**src/sbsh_pkg.sv**
```systemverilog
// Shared types, constants and round table for the SHA-256 byte stream hasher.
// Used by sbsh_ctrl, sbsh_datapath and the top level; no dependencies.
`default_nettype none

package sbsh_pkg;

  localparam int unsigned BLOCK_BYTES = 64;
  localparam int unsigned FILL_W      = $clog2(BLOCK_BYTES);
  localparam int unsigned ROUNDS      = 64;
  localparam int unsigned ROUND_W     = $clog2(ROUNDS);
  localparam int unsigned DIGEST_WORDS = 8;
  localparam int unsigned WORD_IDX_W  = $clog2(DIGEST_WORDS);
  localparam int unsigned LEN_START   = 56;

  localparam logic [7:0]  PAD_BYTE   = 8'h80;
  localparam logic [63:0] BLOCK_BITS = 64'd512;

  localparam logic [31:0] IV [DIGEST_WORDS] = '{
    32'h6a09e667, 32'hbb67ae85, 32'h3c6ef372, 32'ha54ff53a,
    32'h510e527f, 32'h9b05688c, 32'h1f83d9ab, 32'h5be0cd19
  };

  localparam logic [31:0] K_TABLE [ROUNDS] = '{
    32'h428a2f98, 32'h71374491, 32'hb5c0fbcf, 32'he9b5dba5,
    32'h3956c25b, 32'h59f111f1, 32'h923f82a4, 32'hab1c5ed5,
    32'hd807aa98, 32'h12835b01, 32'h243185be, 32'h550c7dc3,
    32'h72be5d74, 32'h80deb1fe, 32'h9bdc06a7, 32'hc19bf174,
    32'he49b69c1, 32'hefbe4786, 32'h0fc19dc6, 32'h240ca1cc,
    32'h2de92c6f, 32'h4a7484aa, 32'h5cb0a9dc, 32'h76f988da,
    32'h983e5152, 32'ha831c66d, 32'hb00327c8, 32'hbf597fc7,
    32'hc6e00bf3, 32'hd5a79147, 32'h06ca6351, 32'h14292967,
    32'h27b70a85, 32'h2e1b2138, 32'h4d2c6dfc, 32'h53380d13,
    32'h650a7354, 32'h766a0abb, 32'h81c2c92e, 32'h92722c85,
    32'ha2bfe8a1, 32'ha81a664b, 32'hc24b8b70, 32'hc76c51a3,
    32'hd192e819, 32'hd6990624, 32'hf40e3585, 32'h106aa070,
    32'h19a4c116, 32'h1e376c08, 32'h2748774c, 32'h34b0bcb5,
    32'h391c0cb3, 32'h4ed8aa4a, 32'h5b9cca4f, 32'h682e6ff3,
    32'h748f82ee, 32'h78a5636f, 32'h84c87814, 32'h8cc70208,
    32'h90befffa, 32'ha4506ceb, 32'hbef9a3f7, 32'hc67178f2
  };

  typedef enum logic [2:0] {
    ST_IDLE,
    ST_PAD_START,
    ST_PAD,
    ST_COMP_LOAD,
    ST_ROUND,
    ST_UPDATE,
    ST_EMIT
  } state_t;

  typedef enum logic [1:0] {
    SEL_INPUT,
    SEL_PAD80,
    SEL_ZERO,
    SEL_LENGTH
  } byte_sel_t;

  typedef enum logic [1:0] {
    BLK_DATA,
    BLK_EXTRA,
    BLK_FINAL
  } blk_kind_t;

  typedef struct packed {
    logic                  byte_wr;
    byte_sel_t             byte_sel;
    logic                  len_add;
    logic                  blk_add;
    logic                  work_load;
    logic                  round_en;
    logic [ROUND_W-1:0]    round_idx;
    logic                  chain_update;
    logic                  hash_init;
    logic [WORD_IDX_W-1:0] out_idx;
  } dp_cmd_t;

  typedef struct packed {
    logic fill_last;
    logic fill_lt56;
  } dp_status_t;

endpackage

`default_nettype wire

```
**src/sbsh_datapath.sv**
```systemverilog
// Datapath: byte packing, 16-word message schedule window, round unit,
// chaining value, bit count and digest word select. Uses sbsh_pkg.
`default_nettype none

module sbsh_datapath
  import sbsh_pkg::*;
(
  input  wire logic        clk,
  input  wire logic        rst,
  input  wire dp_cmd_t     cmd,
  input  wire logic [7:0]  data_byte,
  output dp_status_t       status,
  output logic [31:0]      digest_word
);

  logic [31:0]       chain [DIGEST_WORDS];
  logic [31:0]       work  [DIGEST_WORDS];
  logic [31:0]       w     [16];
  logic [23:0]       acc;
  logic [FILL_W-1:0] fill;
  logic [63:0]       total;

  logic [7:0]  wr_byte;
  logic [2:0]  len_sel;
  logic [31:0] new_w;
  logic [31:0] t1;
  logic [31:0] t2;
  logic [31:0] ch;
  logic [31:0] maj;

  function automatic logic [31:0] rotr(input logic [31:0] x, input int unsigned n);
    return (x >> n) | (x << (32 - n));
  endfunction

  assign len_sel = 3'd7 - fill[2:0];

  always_comb begin
    case (cmd.byte_sel)
      SEL_INPUT:  wr_byte = data_byte;
      SEL_PAD80:  wr_byte = PAD_BYTE;
      SEL_LENGTH: wr_byte = total[{len_sel, 3'b000} +: 8];
      default:    wr_byte = 8'h00;
    endcase
  end

  always_comb begin
    new_w = (rotr(w[14], 17) ^ rotr(w[14], 19) ^ (w[14] >> 10)) + w[9] +
            (rotr(w[1], 7) ^ rotr(w[1], 18) ^ (w[1] >> 3)) + w[0];
    ch  = (work[4] & work[5]) ^ (~work[4] & work[6]);
    maj = (work[0] & work[1]) ^ (work[0] & work[2]) ^ (work[1] & work[2]);
    t1  = work[7] + (rotr(work[4], 6) ^ rotr(work[4], 11) ^ rotr(work[4], 25)) + ch +
          K_TABLE[cmd.round_idx] + w[0];
    t2  = (rotr(work[0], 2) ^ rotr(work[0], 13) ^ rotr(work[0], 22)) + maj;
  end

  // chaining value, bit count and fill level
  always_ff @(posedge clk) begin
    if (rst || cmd.hash_init) begin
      for (int i = 0; i < DIGEST_WORDS; i++) chain[i] <= IV[i];
      total <= '0;
      fill  <= '0;
    end else begin
      if (cmd.chain_update) begin
        for (int i = 0; i < DIGEST_WORDS; i++) chain[i] <= chain[i] + work[i];
      end
      if (cmd.len_add) begin
        total <= total + {{(64 - FILL_W - 3){1'b0}}, fill, 3'b000};
      end else if (cmd.blk_add) begin
        total <= total + BLOCK_BITS;
      end
      if (cmd.byte_wr) begin
        fill <= fill + 1'b1;
      end
    end
  end

  // byte packing and schedule window; a full word enters at the top
  always_ff @(posedge clk) begin
    if (cmd.byte_wr) begin
      acc <= {acc[15:0], wr_byte};
      if (fill[1:0] == 2'b11) begin
        for (int i = 0; i < 15; i++) w[i] <= w[i + 1];
        w[15] <= {acc, wr_byte};
      end
    end else if (cmd.round_en) begin
      for (int i = 0; i < 15; i++) w[i] <= w[i + 1];
      w[15] <= new_w;
    end
  end

  always_ff @(posedge clk) begin
    if (cmd.work_load) begin
      for (int i = 0; i < DIGEST_WORDS; i++) work[i] <= chain[i];
    end else if (cmd.round_en) begin
      work[0] <= t1 + t2;
      work[1] <= work[0];
      work[2] <= work[1];
      work[3] <= work[2];
      work[4] <= work[3] + t1;
      work[5] <= work[4];
      work[6] <= work[5];
      work[7] <= work[6];
    end
  end

  assign status.fill_last = (fill == FILL_W'(BLOCK_BYTES - 1));
  assign status.fill_lt56 = (fill < FILL_W'(LEN_START));
  assign digest_word      = chain[cmd.out_idx];

endmodule

`default_nettype wire

```
**src/sbsh_ctrl.sv**
```systemverilog
// Controller FSM: input acceptance, padding sequence, round count and
// digest emission. Drives sbsh_datapath through dp_cmd_t. Uses sbsh_pkg.
`default_nettype none

module sbsh_ctrl
  import sbsh_pkg::*;
(
  input  wire logic                  clk,
  input  wire logic                  rst,
  input  wire logic                  in_valid,
  output logic                       in_stall,
  input  wire logic                  has_byte,
  input  wire logic                  end_of_message,
  output logic                       out_valid,
  input  wire logic                  out_stall,
  output logic [WORD_IDX_W-1:0]      word_index,
  output logic                       last_word,
  input  wire dp_status_t            status,
  output dp_cmd_t                    cmd
);

  state_t                state, state_next;
  blk_kind_t             kind, kind_next;
  logic                  eom_pending, eom_pending_next;
  logic                  len_ok, len_ok_next;
  logic [ROUND_W-1:0]    rnd, rnd_next;
  logic [WORD_IDX_W-1:0] widx, widx_next;

  always_ff @(posedge clk) begin
    if (rst) begin
      state       <= ST_IDLE;
      kind        <= BLK_DATA;
      eom_pending <= 1'b0;
      len_ok      <= 1'b0;
      rnd         <= '0;
      widx        <= '0;
    end else begin
      state       <= state_next;
      kind        <= kind_next;
      eom_pending <= eom_pending_next;
      len_ok      <= len_ok_next;
      rnd         <= rnd_next;
      widx        <= widx_next;
    end
  end

  always_comb begin
    state_next       = state;
    kind_next        = kind;
    eom_pending_next = eom_pending;
    len_ok_next      = len_ok;
    rnd_next         = rnd;
    widx_next        = widx;
    cmd              = '0;
    cmd.byte_sel     = SEL_INPUT;
    cmd.round_idx    = rnd;
    cmd.out_idx      = widx;

    unique case (state)
      ST_IDLE: begin
        if (in_valid) begin
          cmd.byte_wr = has_byte;
          if (has_byte && status.fill_last) begin
            kind_next        = BLK_DATA;
            eom_pending_next = end_of_message;
            state_next       = ST_COMP_LOAD;
          end else if (end_of_message) begin
            state_next = ST_PAD_START;
          end
        end
      end
      ST_PAD_START: begin
        // add the buffered bytes to the count and append the 0x80 marker
        cmd.byte_wr  = 1'b1;
        cmd.byte_sel = SEL_PAD80;
        cmd.len_add  = 1'b1;
        len_ok_next  = status.fill_lt56;
        eom_pending_next = 1'b0;
        if (status.fill_last) begin
          kind_next  = BLK_EXTRA;
          state_next = ST_COMP_LOAD;
        end else begin
          state_next = ST_PAD;
        end
      end
      ST_PAD: begin
        cmd.byte_wr  = 1'b1;
        cmd.byte_sel = (len_ok && !status.fill_lt56) ? SEL_LENGTH : SEL_ZERO;
        if (status.fill_last) begin
          kind_next  = len_ok ? BLK_FINAL : BLK_EXTRA;
          state_next = ST_COMP_LOAD;
        end
      end
      ST_COMP_LOAD: begin
        cmd.work_load = 1'b1;
        rnd_next      = '0;
        state_next    = ST_ROUND;
      end
      ST_ROUND: begin
        cmd.round_en = 1'b1;
        rnd_next     = rnd + 1'b1;
        if (rnd == ROUND_W'(ROUNDS - 1)) begin
          state_next = ST_UPDATE;
        end
      end
      ST_UPDATE: begin
        cmd.chain_update = 1'b1;
        unique case (kind)
          BLK_DATA: begin
            cmd.blk_add = 1'b1;
            state_next  = eom_pending ? ST_PAD_START : ST_IDLE;
          end
          BLK_EXTRA: begin
            len_ok_next = 1'b1;
            state_next  = ST_PAD;
          end
          default: begin
            widx_next  = '0;
            state_next = ST_EMIT;
          end
        endcase
      end
      ST_EMIT: begin
        if (!out_stall) begin
          widx_next = widx + 1'b1;
          if (widx == WORD_IDX_W'(DIGEST_WORDS - 1)) begin
            cmd.hash_init = 1'b1;
            state_next    = ST_IDLE;
          end
        end
      end
      default: state_next = ST_IDLE;
    endcase
  end

  assign in_stall   = (state != ST_IDLE);
  assign out_valid  = (state == ST_EMIT);
  assign word_index = widx;
  assign last_word  = (widx == WORD_IDX_W'(DIGEST_WORDS - 1));

  a_round_end: assert property (@(posedge clk) disable iff (rst)
    (state == ST_ROUND && rnd == ROUND_W'(ROUNDS - 1)) |=> (state == ST_UPDATE))
    else $error("round counter did not close the compression");

  a_last_done: assert property (@(posedge clk) disable iff (rst)
    (out_valid && !out_stall && last_word) |=> (state == ST_IDLE && widx == '0))
    else $error("digest emission did not return to idle");

  a_no_overlap: assert property (@(posedge clk) disable iff (rst)
    !(cmd.byte_wr && (cmd.round_en || cmd.work_load || cmd.chain_update)))
    else $error("byte write during compression");

  a_final_len: assert property (@(posedge clk) disable iff (rst)
    (state == ST_UPDATE && kind == BLK_FINAL) |-> len_ok)
    else $error("final block closed without length field");

endmodule

`default_nettype wire

```
**src/sha256_byte_stream_hasher_top.sv**
```systemverilog
// SHA-256 byte stream hasher, top level.
// Input channel: in_valid/in_stall with has_byte, data_byte, end_of_message.
//   A transfer takes place at a rising edge with in_valid high and in_stall low.
//   Each transfer may carry one message byte; end_of_message closes the message.
// Output channel: out_valid/out_stall with digest_word, word_index, last_word.
//   Eight transfers per message, word 0 first, last_word set on word 7.
// Throughput: one byte per cycle while a block fills. The 64th byte of a block
//   starts the compression: a load, 64 rounds on the single round unit and
//   a chaining update; in_stall stays high until the update is done.
// Closing a message: the pad marker, then zero fill and length bytes one per
//   cycle up to the end of the block, then the compression of that block;
//   with 56 or more bytes buffered a second padding block follows. The digest
//   words then appear one per cycle while out_stall stays low.
// in_stall is high whenever the hasher is not idle. While out_stall is high
//   the current digest word holds and nothing else advances.
// Reset (rst, synchronous) loads the initial hash and clears the count; the
//   hasher reinitializes the same way after the last digest word transfers.
// Depends on sbsh_pkg, sbsh_ctrl and sbsh_datapath.
`default_nettype none

module sha256_byte_stream_hasher_top
  import sbsh_pkg::*;
(
  input  wire logic        clk,
  input  wire logic        rst,
  input  wire logic        in_valid,
  output logic             in_stall,
  input  wire logic        has_byte,
  input  wire logic [7:0]  data_byte,
  input  wire logic        end_of_message,
  output logic             out_valid,
  input  wire logic        out_stall,
  output logic [31:0]      digest_word,
  output logic [2:0]       word_index,
  output logic             last_word
);

  dp_cmd_t    cmd;
  dp_status_t status;

  sbsh_ctrl u_ctrl (
    .clk            (clk),
    .rst            (rst),
    .in_valid       (in_valid),
    .in_stall       (in_stall),
    .has_byte       (has_byte),
    .end_of_message (end_of_message),
    .out_valid      (out_valid),
    .out_stall      (out_stall),
    .word_index     (word_index),
    .last_word      (last_word),
    .status         (status),
    .cmd            (cmd)
  );

  sbsh_datapath u_datapath (
    .clk         (clk),
    .rst         (rst),
    .cmd         (cmd),
    .data_byte   (data_byte),
    .status      (status),
    .digest_word (digest_word)
  );

endmodule

`default_nettype wire

```
**config.mk**
```make
export PLATFORM = sky130hd
export DESIGN_NAME = sha256_byte_stream_hasher_top
export DESIGN_NICKNAME = d
export VERILOG_FILES = /design/src/sbsh_pkg.sv /design/src/sbsh_datapath.sv /design/src/sbsh_ctrl.sv /design/src/sha256_byte_stream_hasher_top.sv
export SDC_FILE = /design/constraint.sdc
export NUM_CORES = 2
export LEC_CHECK = 0
export BUFFER_PORTS_ARGS = -buffer_cell sky130_fd_sc_hd__buf_2
export CAP_MARGIN = 15
export CORE_ASPECT_RATIO = 0.8
export CORE_UTILIZATION = 50
export DETAILED_ROUTE_END_ITERATION = 10
export GPL_ROUTABILITY_DRIVEN = 1
export PLACE_DENSITY = 0.73
export SYNTH_ARGS = -nofsm -noshare
export SYNTH_HDL_FRONTEND = slang
export SYNTH_HIERARCHICAL = 1
export SYNTH_SLANG_ARGS = --single-unit
```
**constraint.sdc**
```tcl
create_clock -name clk -period 39.5 [get_ports clk]
set_input_delay 3.95 -clock clk [delete_from_list [all_inputs] [get_ports clk]]
set_output_delay 3.95 -clock clk [all_outputs]
set_load 0.05 [all_outputs]
```
### Word level (Yosys, flattened, before mapping)

Memories as Yosys holds them, arrays and structs flattened. A register that Yosys moved wholly into a read port is not among the register bits.
Index checks and enable logic that the tools add are counted.

| storage, ports and cells | value |
|---|---|
| flip-flop bits (word level) | 110 |
| input port bits | 14 |
| bits in read-only memories | 2,048 |
| memories kept | 4 |
| RAM bits | 1,024 |
| output and inout port bits | 38 |

Memory list:

| memory | words | bits a word | rd ports | clocked after Yosys merged registers in | wr ports | line | RTL |
|---|---|---|---|---|---|---|---|
| (no name shown) | 64 | 32 | 1 | 0 | 0 | sbsh_datapath.sv:52 | `K_TABLE[cmd.round_idx] + w[0];` |
| u_datapath.w | 16 | 32 | 16 | 0 | 16 | sbsh_datapath.sv:18 | `logic [31:0] w [16];` |
| u_datapath.chain | 8 | 32 | 9 | 1 | 8 | sbsh_datapath.sv:16 | `logic [31:0] chain [DIGEST_WORDS];` |
| u_datapath.work | 8 | 32 | 8 | 0 | 8 | sbsh_datapath.sv:17 | `logic [31:0] work [DIGEST_WORDS];` |

| operators by class | value |
|---|---|
| muxes and demuxes | 93 |
| reductions and logical operators | 21 |
| $add $sub $neg | 24 |
| shifts and indexed selects | 1 |
| eq/ne operators | 23 |
| $lt $le $gt $ge | 2 |
| bitwise operators | 60 |

Operators with widths:

| operator | count |
|---|---|
| $mux W32 | 34 |
| $add A32 B32 Y32 | 18 |
| $xor A32 B32 Y32 | 9 |
| $and A32 B32 Y32 | 5 |
| $mux W64 | 2 |
| $add A64 B10 Y64 const B | 1 |
| $add A64 B9 Y64 | 1 |
| $shiftx A64 B7 Y8 | 1 |
| $mux W3 | 11 |
| $not A32 Y32 | 1 |
| $or A1 B1 Y1 | 32 |
| $or A10 B32 Y32 | 1 |
| $or A13 B32 Y32 | 1 |
| $or A14 B32 Y32 | 1 |
| $or A15 B32 Y32 | 1 |
| $or A19 B32 Y32 | 1 |
| $or A21 B32 Y32 | 1 |
| $or A25 B32 Y32 | 1 |
| $or A26 B32 Y32 | 1 |
| $or A30 B32 Y32 | 1 |
| $or A7 B32 Y32 | 1 |
| $xor A32 B22 Y32 | 1 |
| $xor A32 B29 Y32 | 1 |
| $mux W1 | 31 |
| other kinds (35) | 66 |

### Longest topological paths before layout

An unclocked memory read counts as a cell.

| depth | value |
|---|---|
| depth after elaboration | 10 |
| gate-level depth with buffers | 39 |
| mapped depth without buffers | 36 |

### Cells and area by module

The synthesis kept the hierarchy.

By module, submodules not included:

| module | cells each | sequential area each (um2) | instances | area each (um2) |
|---|---|---|---|---|
| sbsh_datapath | 6,095 | 32,811.5 | 1 | 68,688.4 |
| sbsh_ctrl | 124 | 320.3 | 1 | 959.7 |

### Worst setup path after synthesis

Ideal clock, no wire load.

| timing | value |
|---|---|
| path kind | in2reg |
| from | in has_byte |
| to | mem u_datapath.w[0][0], enable pin |
| setup time | 2.097 ns |
| path buffers | 1 |
| arrival time | 40.402 ns |
| stages | 4 |
| setup slack | -2.999 ns |
| required time | 37.403 ns |
| cell sequence | a211oi_1 -> nor2b_1 -> clkbuf_1 -> o21ai_0 |

RTL lines:

| what | line | RTL |
|---|---|---|
| start, declared | sha256_byte_stream_hasher_top.sv:28 | `input wire logic has_byte,` |
| end, declared | sbsh_datapath.sv:18 |  |

==> impl_results.md <==
- Status: finished, final reports clean
- Layout cells sized above 1: around 9%
- # DRC: 0
- Final wirelength: about 210,000 um
- Main flop type after synthesis: edfxtp_1
- Row cnt: approximately 120
- Placed Cells: ~7,900
- Initial Util: between 50% and 60%
- Cells after synthesis: roughly 6,200
- DRT iter0 DRCs: between 6,000 and 7,000
- Unique cell type count in the Yosys netlist: around 100
- Root Buffer: clkbuf_16
- Total number of vias: approximately 50,000
- Number of CTS-inserted buffers: roughly 120
- Most frequent CP cell: fa_1
- Tcrit/Tclk final: around a quarter
- Critical path startpoint category: flop
- Peak supply drop: roughly 47 uV
- Post-synth EDFFs: between 1,000 and 1,500
- Critical Path Max Stage Delay: 650 ps
- Resize count post-CTS: 0
- Top delay family on crit path: adder cells
- Initial antenna violation count: 3
- RSZ-0062 raised after global routing: no
- YS warnings: 6
- Required @ worst endpoint: roughly 40,000 ps
- Clk sinks: approximately 1,100
- WP data arrival: ~11,000 ps
- Cell Area, Synth: slightly below 70,000 sq um
- I/O pin total: 52
- Core area: roughly 140,000 sq um
- Grt total ovfl: 0
- Clock transition at path regs: about 70 ps
- Relative slew slack: 13.0%
- Max_cap viols: 0
- Worst-Skew Late Latency: ~760 ps
- Initial DRT Pass Iterations: 8
- ANT nets after route: 0
- Slew of the pin with the lowest slew margin: about 1300 ps
- Largest net degree at the start of global routing: between 150 and 200
- Post-CTS setup buffer count: 0
- Mean post-synth cell area: 11.2 sq um
- Tot GR Track Use: between 20% and 30%
- Min-delay worst type: reg -> reg
- Crit. End Element: flop
- Routed WL per cell: approximately 25 um
- Placer congestion estimate: just under 1
- HPWL after DPL: between 150,000 and 200,000 um
- Area Overhead vs Synth: 8.72%
- Non-Filler Instances: just over 8,000
- Lkg Pwr: ~28 nW
- Clock buffer depth: 3
- I/O Buffers: just over 50
- Slew Limit Fails: 0
- First-pass GRT wire length: about 300,000 um
- TritonCTS clock tree: yes
- Setup_tns: 0 ps
- Syn_nets: 6,826
- Final clock skew: slightly above 60 ps
- Fin crit period: 10,480 ps
- Sequential cell area fraction in the yosys report: between 40% and 50%
- Antenna cell count: 0
- Die Ht: between 300 and 400 um
- Die Area: 141,000 sq um
- Cell Pwr Density: 47.4 nW/um^2
- CP Max Fanout: 24
- Die Span X: approximately 420 um
- Slowest CP cell: ha_1
- Hold_buf cts: 0
- H-tree Lvls: 3
- Kind of critical path: reg -> reg
- Ys async rst share: 0%
- Flops & latches, synth: 1,131
- Setup Viol. Count Final: 0
- Fin util: about 55%
- Vias in the first global route: 46,900
- Final Hold Vio Count: 0
- Final-stage net count: approximately 6,800
- Total power: about 0.0036 W
- Via/cell ratio: slightly above 6
- Achievable frequency: about 95 MHz
- Worst path bufs/invs: 5
## registers in the layout, indices dropped and copies added, names as in the netlist
register and flops:
u_ctrl/len_ok 1, u_ctrl/word_index 3, u_ctrl/rnd 6, u_datapath/chain 256, u_datapath/fill 6, u_datapath/acc 24, u_datapath/total 61, u_datapath/work 256
u_ctrl/kind 2, u_ctrl/state 3, u_datapath/w 512, u_ctrl/eom_pending 1
## synth_stat cells (58+ instances only)
master	instances	area, sq um
a211oi_1	60	450
a21o_1	169	1270
a21oi_1	335	1680
a31oi_1	64	400
clkbuf_1	216	811
dfxtp_1	83	1660
edfxtp_1	1048	31500
fa_1	196	3920
ha_1	397	4970
inv_1	243	912
mux2_2	121	1360
mux4_2	83	1870
nand2_1	820	3080
nand2b_1	75	469
nand3_1	75	375
nor2_1	452	1700
nor2b_1	58	363
nor3_1	84	420
o21ai_0	321	1610
xnor2_1	402	3520
xor2_1	193	1690
## metrics by stage
stage	cell area (sq um)	setup WS [ps]	hold WS (ps)
floorplan	69600	10840	400
global placement	71800	29350	400
detailed placement	71800	29330	405
CTS	75700	29330	417
global route	75700	28430	418
finish	75700	29020	406
## path summary, 6_finish.rpt
| path | cells past startpoint | slack [ps] | to | startpoint |
|---|---|---|---|---|
| worst max-delay path | 35 | 29020 | u_datapath/work[0][31]$_DFFE_PP_ | u_ctrl/rnd[0]$_SDFFE_PP0P_ |
| worst min-delay path | 0 | 410 | u_datapath/w[2][32]$_DFFE_PP_ | u_datapath/w[3][0]$_DFFE_PP_ |
| worst max register to register | 35 | 29020 | u_datapath/work[0][31]$_DFFE_PP_ | u_ctrl/rnd[0]$_SDFFE_PP0P_ |
| worst min register to register | 0 | 410 | u_datapath/w[2][32]$_DFFE_PP_ | u_datapath/w[3][0]$_DFFE_PP_ |
## cells by family after synthesis
group / count (synthesis) / synth area share [%]
xor+xnor: 596 / 7.51
compound gates: 1333 / 12.4
simple gates: 1793 / 11.4
mux: 242 / 5.19
buf+inv: 501 / 2.75
fa+ha+maj: 623 / 13.2
flops: 1131 / 47.6
## placed cells by master, fill, tap and decap left out, types with 169 or more instances in the layout
cell type,n
nor2_1,450
o21ai_0,320
fa_1,196
a21oi_1,335
ha_1,397
inv_1,243
edfxtp_1,1048
nand2_1,819
xor2_1,193
xnor2_1,402
a21o_1,169
## per-layer routing
layer  up-vias  wire length (um)  part of all wire (%)  track usage (%)
met4         0              4660                   2.2             6.82
li1      22500                 -                     -                -
met2      2582             83700                    40             39.7
met1     25000             94700                    46             45.8
met3       259             24600                    12             7.45
met5         -                 0                     0                0
## power breakdown
group | switching, W | internal (W)
combinational | 0.000637 | 0.000422
clock | 0.000500 | 0.000648
sequential | 0.0000310 | 0.00135
## worst reg2reg max path: cells and delay by family, from the launching register on
family	cells	cell delay, ps
adders and majority gates	8	3670
AOI/OAI and AO/OA	14	3330
and+or+nand+nor	6	1440
buffers and inverters	5	1020
xor gates and xnor gates	2	440
DFF	1	310
## final cells by class
cell class	instances	area [sq um]
clock inverter	77	876
inverter	249	940
tap	1860	2330
fill	11700	62600
clock buffer	143	3070
multi-input combinational	4587	34700
timing repair buffer	105	698
sequential	1131	33100
(Power assumes the default switching activity.)
